==> config.mk <==
export PLATFORM = sky130hd
export DESIGN_NAME = signed_int_to_decimal_ascii
export DESIGN_NICKNAME = d
export VERILOG_FILES = /design/src/rtl/s2dascii_pkg.sv /design/src/rtl/signed_int_to_decimal_ascii.sv
export SDC_FILE = /design/constraint.sdc
export NUM_CORES = 1
export LEC_CHECK = 0
export ABC_AREA = 1
export BUFFER_PORTS_ARGS = -buffer_cell sky130_fd_sc_hd__buf_4
export CAP_MARGIN = 5
export CORE_MARGIN = 4
export CORE_UTILIZATION = 55
export DETAILED_ROUTE_END_ITERATION = 10
export HOLD_SLACK_MARGIN = 0.03
export PLACE_DENSITY = 0.88
export SETUP_SLACK_MARGIN = 0.4
export SLEW_MARGIN = 10
export SYNTH_ARGS = -nofsm -noshare
export SYNTH_HDL_FRONTEND = slang
export SYNTH_SLANG_ARGS = --single-unit
==> constraint.sdc <==
create_clock -name clk -period 3.4 [get_ports clk]
set_input_delay 0.51 -clock clk [delete_from_list [all_inputs] [get_ports clk]]
set_output_delay 0.51 -clock clk [all_outputs]
set_load 0.02 [all_outputs]
==> src/rtl/s2dascii_pkg.sv <==
// Shared types and constants for the signed integer to decimal ASCII converter.
// Depends on nothing; imported by the converter's top level.
package s2dascii_pkg;

    localparam int DEFAULT_VALUE_WIDTH = 32;
    localparam int IN_DATA_W           = 32;
    localparam int CHAR_W              = 8;
    localparam int POS_W               = 4;
    localparam int OUT_DATA_W          = 16;
    localparam int DIGIT_W             = 4;

    localparam logic [CHAR_W-1:0] CHAR_ZERO  = 8'h30;
    localparam logic [CHAR_W-1:0] CHAR_MINUS = 8'h2D;

    // Sequencer states, one-hot.
    typedef enum logic [3:0] {
        S_IDLE = 4'b0001,
        S_CONV = 4'b0010,
        S_SIGN = 4'b0100,
        S_EMIT = 4'b1000
    } state_t;

endpackage

==> src/rtl/signed_int_to_decimal_ascii.sv <==
// Top level of the signed integer to decimal ASCII converter: bit-serial
// double dabble followed by one character per transfer. Depends on s2dascii_pkg.
//
//  Channel  Direction  Signals                     Contents
//  s_*      in         s_tvalid s_tready s_tdata   value to convert (32 bits, signed)
//  m_*      out        m_tvalid m_tready m_tdata   character [7:0], position [11:8]
//                      m_tlast                     set on the final character
//
// An accepted value is loaded, passes through the double-dabble loop (one
// magnitude bit shifted into the BCD register per cycle), and is then emitted
// one character at a time, the minus sign first for a negative value.
// The next value is taken once the final character has entered the output
// register, while that character may still be waiting to be taken.
// A stall on m_tready holds the output register and pauses character emission.
// The asynchronous reset clears the sequencer and the output valid flag;
// the BCD digits and the magnitude hold no reset value.
module signed_int_to_decimal_ascii
    import s2dascii_pkg::*;
#(
    parameter int VALUE_WIDTH = DEFAULT_VALUE_WIDTH
)
(
    input  logic                  clk,
    input  logic                  rst_n,
    input  logic                  s_tvalid,
    output logic                  s_tready,
    input  logic [IN_DATA_W-1:0]  s_tdata,   // [31:0] value
    output logic                  m_tvalid,
    input  logic                  m_tready,
    output logic [OUT_DATA_W-1:0] m_tdata,   // [7:0] character, [11:8] position, rest zero
    output logic                  m_tlast
);

    // Decimal digits needed for any magnitude below 2**VALUE_WIDTH
    // (1233/4096 approximates log10 of two closely enough for this range).
    localparam int NDIG  = (VALUE_WIDTH * 1233) / 4096 + 1;
    localparam int BCD_W = NDIG * DIGIT_W;
    localparam int IDX_W = (NDIG > 1) ? $clog2(NDIG) : 1;
    localparam int CNT_W = $clog2(NDIG + 1);
    localparam int BIT_W = (VALUE_WIDTH > 1) ? $clog2(VALUE_WIDTH) : 1;

    state_t                 state_reg, state_next;
    logic [VALUE_WIDTH-1:0] mag_reg, mag_next;
    logic                   neg_reg, neg_next;
    logic [BCD_W-1:0]       bcd_reg, bcd_next;
    logic [CNT_W-1:0]       ndig_reg, ndig_next;
    logic [BIT_W-1:0]       bit_reg, bit_next;
    logic [IDX_W-1:0]       idx_reg, idx_next;
    logic [POS_W-1:0]       pos_reg, pos_next;

    logic                   out_valid_reg, out_valid_next;
    logic [CHAR_W-1:0]      out_char_reg, out_char_next;
    logic [POS_W-1:0]       out_pos_reg, out_pos_next;
    logic                   out_last_reg, out_last_next;

    logic [VALUE_WIDTH-1:0] value_ext;
    logic [BCD_W-1:0]       bcd_adj;
    logic [BCD_W-1:0]       bcd_shift;
    logic [NDIG-1:0]        digit_nz;
    logic                   slot_free;
    logic                   in_accept;
    logic [DIGIT_W-1:0]     cur_digit;

    // Only the low VALUE_WIDTH bits of the input take part; a wider converter
    // sees the 32-bit input zero-extended.
    generate
        if (VALUE_WIDTH <= IN_DATA_W)
        begin : g_trunc
            assign value_ext = s_tdata[VALUE_WIDTH-1:0];
        end
        else
        begin : g_ext
            assign value_ext = {{(VALUE_WIDTH - IN_DATA_W){1'b0}}, s_tdata};
        end
    endgenerate

    // Add three to every BCD digit of five or more, then shift the next
    // magnitude bit in at the bottom.
    always_comb
    begin
        for (int d = 0; d < NDIG; d++)
        begin
            if (bcd_reg[d*DIGIT_W +: DIGIT_W] >= DIGIT_W'(5))
            begin
                bcd_adj[d*DIGIT_W +: DIGIT_W] = bcd_reg[d*DIGIT_W +: DIGIT_W] + DIGIT_W'(3);
            end
            else
            begin
                bcd_adj[d*DIGIT_W +: DIGIT_W] = bcd_reg[d*DIGIT_W +: DIGIT_W];
            end
        end
        bcd_shift = {bcd_adj[BCD_W-2:0], mag_reg[VALUE_WIDTH-1]};
        for (int d = 0; d < NDIG; d++)
        begin
            digit_nz[d] = (bcd_shift[d*DIGIT_W +: DIGIT_W] != '0);
        end
    end

    assign s_tready  = (state_reg == S_IDLE);
    assign in_accept = s_tvalid && s_tready;
    assign slot_free = !out_valid_reg || m_tready;
    assign cur_digit = bcd_reg[idx_reg*DIGIT_W +: DIGIT_W];

    always_comb
    begin
        state_next     = state_reg;
        mag_next       = mag_reg;
        neg_next       = neg_reg;
        bcd_next       = bcd_reg;
        ndig_next      = ndig_reg;
        bit_next       = bit_reg;
        idx_next       = idx_reg;
        pos_next       = pos_reg;
        out_valid_next = out_valid_reg && !m_tready;
        out_char_next  = out_char_reg;
        out_pos_next   = out_pos_reg;
        out_last_next  = out_last_reg;

        case (state_reg)
            S_IDLE:
            begin
                if (in_accept)
                begin
                    neg_next  = value_ext[VALUE_WIDTH-1];
                    mag_next  = value_ext[VALUE_WIDTH-1] ? (~value_ext + 1'b1) : value_ext;
                    bcd_next  = '0;
                    ndig_next = CNT_W'(1);
                    bit_next  = '0;
                    state_next = S_CONV;
                end
            end
            S_CONV:
            begin
                bcd_next = bcd_shift;
                mag_next = {mag_reg[VALUE_WIDTH-2:0], 1'b0};
                // The leading digit can move up by at most one place per step.
                if ((ndig_reg < CNT_W'(NDIG)) && digit_nz[ndig_reg[IDX_W-1:0]])
                begin
                    ndig_next = ndig_reg + 1'b1;
                end
                bit_next = bit_reg + 1'b1;
                if (bit_reg == BIT_W'(VALUE_WIDTH - 1))
                begin
                    pos_next   = '0;
                    idx_next   = IDX_W'(ndig_next - 1'b1);
                    state_next = neg_reg ? S_SIGN : S_EMIT;
                end
            end
            S_SIGN:
            begin
                if (slot_free)
                begin
                    out_valid_next = 1'b1;
                    out_char_next  = CHAR_MINUS;
                    out_pos_next   = pos_reg;
                    out_last_next  = 1'b0;
                    pos_next       = pos_reg + 1'b1;
                    state_next     = S_EMIT;
                end
            end
            S_EMIT:
            begin
                if (slot_free)
                begin
                    out_valid_next = 1'b1;
                    out_char_next  = CHAR_ZERO + {{(CHAR_W - DIGIT_W){1'b0}}, cur_digit};
                    out_pos_next   = pos_reg;
                    out_last_next  = (idx_reg == '0);
                    pos_next       = pos_reg + 1'b1;
                    idx_next       = idx_reg - 1'b1;
                    if (idx_reg == '0)
                    begin
                        state_next = S_IDLE;
                    end
                end
            end
            default:
            begin
                state_next = S_IDLE;
            end
        endcase
    end

    always_ff @(posedge clk or negedge rst_n)
    begin
        if (!rst_n)
        begin
            state_reg     <= S_IDLE;
            ndig_reg      <= CNT_W'(1);
            bit_reg       <= '0;
            idx_reg       <= '0;
            pos_reg       <= '0;
            neg_reg       <= 1'b0;
            out_valid_reg <= 1'b0;
        end
        else
        begin
            state_reg     <= state_next;
            ndig_reg      <= ndig_next;
            bit_reg       <= bit_next;
            idx_reg       <= idx_next;
            pos_reg       <= pos_next;
            neg_reg       <= neg_next;
            out_valid_reg <= out_valid_next;
        end
    end

    // Payload registers carry no reset.
    always_ff @(posedge clk)
    begin
        mag_reg      <= mag_next;
        bcd_reg      <= bcd_next;
        out_char_reg <= out_char_next;
        out_pos_reg  <= out_pos_next;
        out_last_reg <= out_last_next;
    end

    assign m_tvalid = out_valid_reg;
    assign m_tdata  = {{(OUT_DATA_W - CHAR_W - POS_W){1'b0}}, out_pos_reg, out_char_reg};
    assign m_tlast  = out_last_reg;

    // A minus sign only ever opens the text.
    a_minus_first: assert property (@(posedge clk) disable iff (!rst_n)
        (m_tvalid && (m_tdata[CHAR_W-1:0] == CHAR_MINUS)) |-> (m_tdata[11:8] == '0))
        else $error("minus sign away from position zero");

    // The digit count stays within the BCD register.
    a_ndig_range: assert property (@(posedge clk) disable iff (!rst_n)
        (ndig_reg >= CNT_W'(1)) && (ndig_reg <= CNT_W'(NDIG)))
        else $error("digit count out of range");

    // An accepted value always starts a conversion.
    a_accept_conv: assert property (@(posedge clk) disable iff (!rst_n)
        in_accept |=> (state_reg == S_CONV))
        else $error("accepted transfer did not start conversion");

    // A result held under a stall is not replaced.
    a_out_hold: assert property (@(posedge clk) disable iff (!rst_n)
        (m_tvalid && !m_tready) |=> (m_tvalid && $stable(m_tdata) && $stable(m_tlast)))
        else $error("stalled result changed");

endmodule
==> summary.txt <==
=================================================================================
Run status ......................................................... complete, no violations
Post-layout worst setup margin .....................................    0.8296 ns
Number of port buffers .............................................           47
Number of warnings issued by yosys .................................            0
Fraction of the cycle the final worst path needs ...................       75.60%
Postcts setup bufs .................................................            0
Combined global-route utilization of all metal layers ..............       21.78%
Setup repair after global routing missed its margin ................        false
Net switching share of the total power .............................       44.32%
Worst slack at placement ...........................................    0.8299 ns
Number of slew-limit violations in the final report ................            0
Count of endpoints failing hold in the final timing report .........            0
Cell type with the highest aggregate area in the netlist ...........     edfxtp_1
Peak supply drop ...................................................     289.4 uV
TritonCTS Sinks ....................................................          105
Syn Std Cell Area .................................................. 0.006919 mm^2
Final worst hold slack .............................................   0.03434 ns
Number of antenna violations at the first check in global routing ..            0
Final setup violation count ........................................            0
Transition time of the tightest slew-check pin .....................    0.6633 ns
Die Outline Area ................................................... 0.01444 mm^2
H-tree depth .......................................................            3
Top cells by area, synth ........................................... edfxtp_1 (36%), nand2_1 (11%), dfrtp_1 (7.6%)
Capture point of the worst path ....................................   idx_reg[2]
Routability Congestion .............................................       0.9501
Row count ..........................................................           40
Sort of element at the end of the critical path ....................         flop
PnR Total Power ....................................................     6.223 mW
Number of buffers created by CTS ...................................            9
FFs w/ async S/R, synth ............................................       21.90%
Internal power .....................................................     3.465 mW
Count of state elements after synthesis ............................          105
Number of cell instances on the worst register-to-register path ....           20
DRT iter0 DRCs .....................................................          687
Final layout net count .............................................          982
I/O pins ...........................................................           55
Required time of the critical path .................................      3.64 ns
Area Overhead vs Synth .............................................       11.57%
Vias after detailed routing ........................................         6034
Class of the most critical hold timing path ........................     in2async
Relative slew margins ..............................................       55.73%
Estimated wirelength of the detail-placed design ...................     10970 um
Crit path max fanout ...............................................            3
Path type of the worst setup path ..................................      reg2reg
Die Height .........................................................     120.2 um
PwrDens ............................................................ 806.1 mW/mm^2
Filler instances ...................................................         1029
Routed WL ..........................................................     15400 um
Launching instance or port of the critical path ....................  bcd_reg[33]
Number of maximum-capacitance constraint violations ................            0
DIE WIDTH ..........................................................     120.2 um
Clock tree root buffer cell ........................................    clkbuf_16
Share of cells above drive strength 1 ..............................       12.43%
Drt wl/cell ........................................................     14.09 um
# resized after CTS ................................................            0
Area inside the core boundary ...................................... 0.01216 mm^2
Leakage ............................................................     3.468 nW
Detailed-router iteration count before antenna repair ..............            7
Detail Route Antenna Nets ..........................................            0
Number of flip-flops under the largest register name ...............           40
Reg-to-Reg Start ...................................................  bcd_reg[33]
Time the worst path needs with I/O delays and setup ................     2.570 ns
Setup crit start kind ..............................................         flop
Sequential power share .............................................        38.0%
Clk buf depth ......................................................            2
Placed cell area ................................................... 0.007431 mm^2
Setup tns final ....................................................         0 ns
RR Endpoint ........................................................   idx_reg[2]
Portion of synthesized cell area occupied by the leading cell type .       35.59%
Post-Syn Area per Cell .............................................   7.836 um^2
CTS tree ...........................................................         done
Inserted Diodes ....................................................            0
Worst-skew pair later-pin latency ..................................      0.36 ns
Number of global-route vias before repair ..........................         5616
Most used standard cells in the synthesized netlist ................ nand2_1 (195), nor2_1 (114), inv_1 (106)
Maximum achievable frequency .......................................    389.0 MHz
Post-synthesis cell type count .....................................           48
Relative contribution of combinational cells to total power ........        45.4%
Share of total power in the clock network ..........................        16.6%
First-pass GRT wire length .........................................     25710 um
Synthesized instance count .........................................          883
Detail-routed via count per cell ...................................        5.521
Top-count cell post-synth ..........................................      nand2_1
Worst setup skew after layout ......................................  0.007731 ns
Slack of the worst reg-to-reg path .................................      0.83 ns
Initial cell density of the core ...................................       56.89%
Sequential element share of the synthesized area ...................       43.94%
Maximum number of pins on one net before global-route repair .......           62
Primary flip-flop cell chosen by synthesis mapping .................     edfxtp_1
DR DRC count .......................................................            0
Arr. time, crit path ...............................................      2.81 ns
Finished layout cell area .......................................... 0.007720 mm^2
Number of flops mapped to enable cells by yosys ....................           82
Net switching power ................................................     2.758 mW
Final global-route overflow total ..................................            0
Clk slew on worst S/H paths ........................................      0.08 ns
CTS hold repair buffers ............................................            0
=================================================================================
==> final cells by class <==
type | instances | area (um^2) | area share [%]
Clock buffer | 11 | 242.7 | 3.144
Inverter | 114 | 429.2 | 5.559
Clock inverter | 5 | 46.29 | 0.5997
Sequential cell | 105 | 3040 | 39.38
Multi-Input combinational cell | 638 | 3336 | 43.21
Timing Repair Buffer | 52 | 415.4 | 5.381
Tap cell | 168 | 210.2 | 2.723
==> cell usage in the layout (no fill, tap or decap), types with 2 or more instances in the layout <==
cell type | Yosys | layout
nor3_1 | 10 | 10
and3_1 | 3 | 3
nand2_2 | 6 | 6
a22o_1 | 2 | 2
nor3_4 | 2 | 2
inv_6 | 0 | 2
o211ai_1 | 3 | 3
o31ai_2 | 2 | 2
dfstp_2 | 2 | 2
xnor2_1 | 6 | 6
o21ai_0 | 54 | 54
nor3_2 | 3 | 3
nand4_1 | 19 | 19
edfxtp_1 | 82 | 82
o21ai_2 | 5 | 5
nand2_1 | 195 | 194
o22ai_1 | 2 | 2
a31oi_1 | 4 | 4
a21oi_1 | 56 | 56
clkbuf_16 | 0 | 9
dfrtp_1 | 21 | 21
clkinv_4 | 0 | 2
nor2_2 | 4 | 4
conb_1 | 2 | 7
xor2_1 | 14 | 14
nand3_2 | 13 | 14
ha_1 | 26 | 26
nand3_1 | 52 | 51
buf_4 | 7 | 50
nor2_1 | 114 | 114
o31ai_1 | 5 | 5
o21ai_1 | 19 | 19
inv_1 | 106 | 106
inv_2 | 6 | 6
buf_12 | 0 | 2
==> critical path, stage by stage, from the launching register on <==
cell and delay, ns:
edfxtp_1 0.42, inv_1 0.14, ha_1 0.18, inv_1 0.04, nand2_1 0.08, nand2_1 0.11
nor2_1 0.14, nand2_1 0.10, nand2_1 0.09, nor2_1 0.05, nand2_2 0.08, nand3_2 0.07
o21ai_2 0.22, nand3_2 0.11, nand3_1 0.09, nand2_1 0.09, ha_1 0.22, inv_1 0.05
nand2_1 0.04, nand3_1 0.06, o21ai_0 0.08
==> how the worst min path moves through the flow <==
stage | start | end | slack (ns) | cells after the start
final | rst_n | pos_reg[2] | 0.03 | 1
after global routing | rst_n | pos_reg[1] | 0.05 | 1
after floorplan | rst_n | bit_reg[0] | 0.21 | 0
after CTS | rst_n | bit_reg[0] | 0.04 | 1
after global placement | rst_n | pos_reg[3] | 0.42 | 1
after detailed placement | rst_n | pos_reg[2] | 0.42 | 1
==> metal layers <==
layer,global-route usage [%],up-vias,share of wire (%)
li1,-,3009,-
met3,3.534,29,6.9
met4,8.375,0,2.0
met1,28.31,2792,42
met5,0,-,0
met2,36.53,204,49
==> power groups by stage <==
stage	combinational [mW]	clock, mW	sequential, mW
final	2.82	1.04	2.36
after global placement	2.68	0	2.35
after floorplan	2.10	0	2.28
after detailed placement	2.77	0	2.38
after global routing	3.22	1.10	2.42
after CTS	2.80	1.04	2.36
==> per-stage QoR <==
stage,std cells,utilization (%)
finish,1093,63.48
detailed placement,1077,61.10
CTS,1093,63.48
global route,1093,63.48
floorplan,888,-
global placement,1077,61.10
==> kinds of logic (layout without fill, tap and decap cells) <==
family                     after synthesis  count (layout)  synth area share, %
AOI/OAI and AO/OA                      158             158                12.71
buffers and inverters                  145             182                8.300
adders and majority gates               26              26                4.702
and+or+nand+nor                        427             427                27.70
DFF                                    105             105                43.94
xor gates and xnor gates                20              20                2.532
other                                    2               7               0.1085
Power figures use the tool's default switching activity.
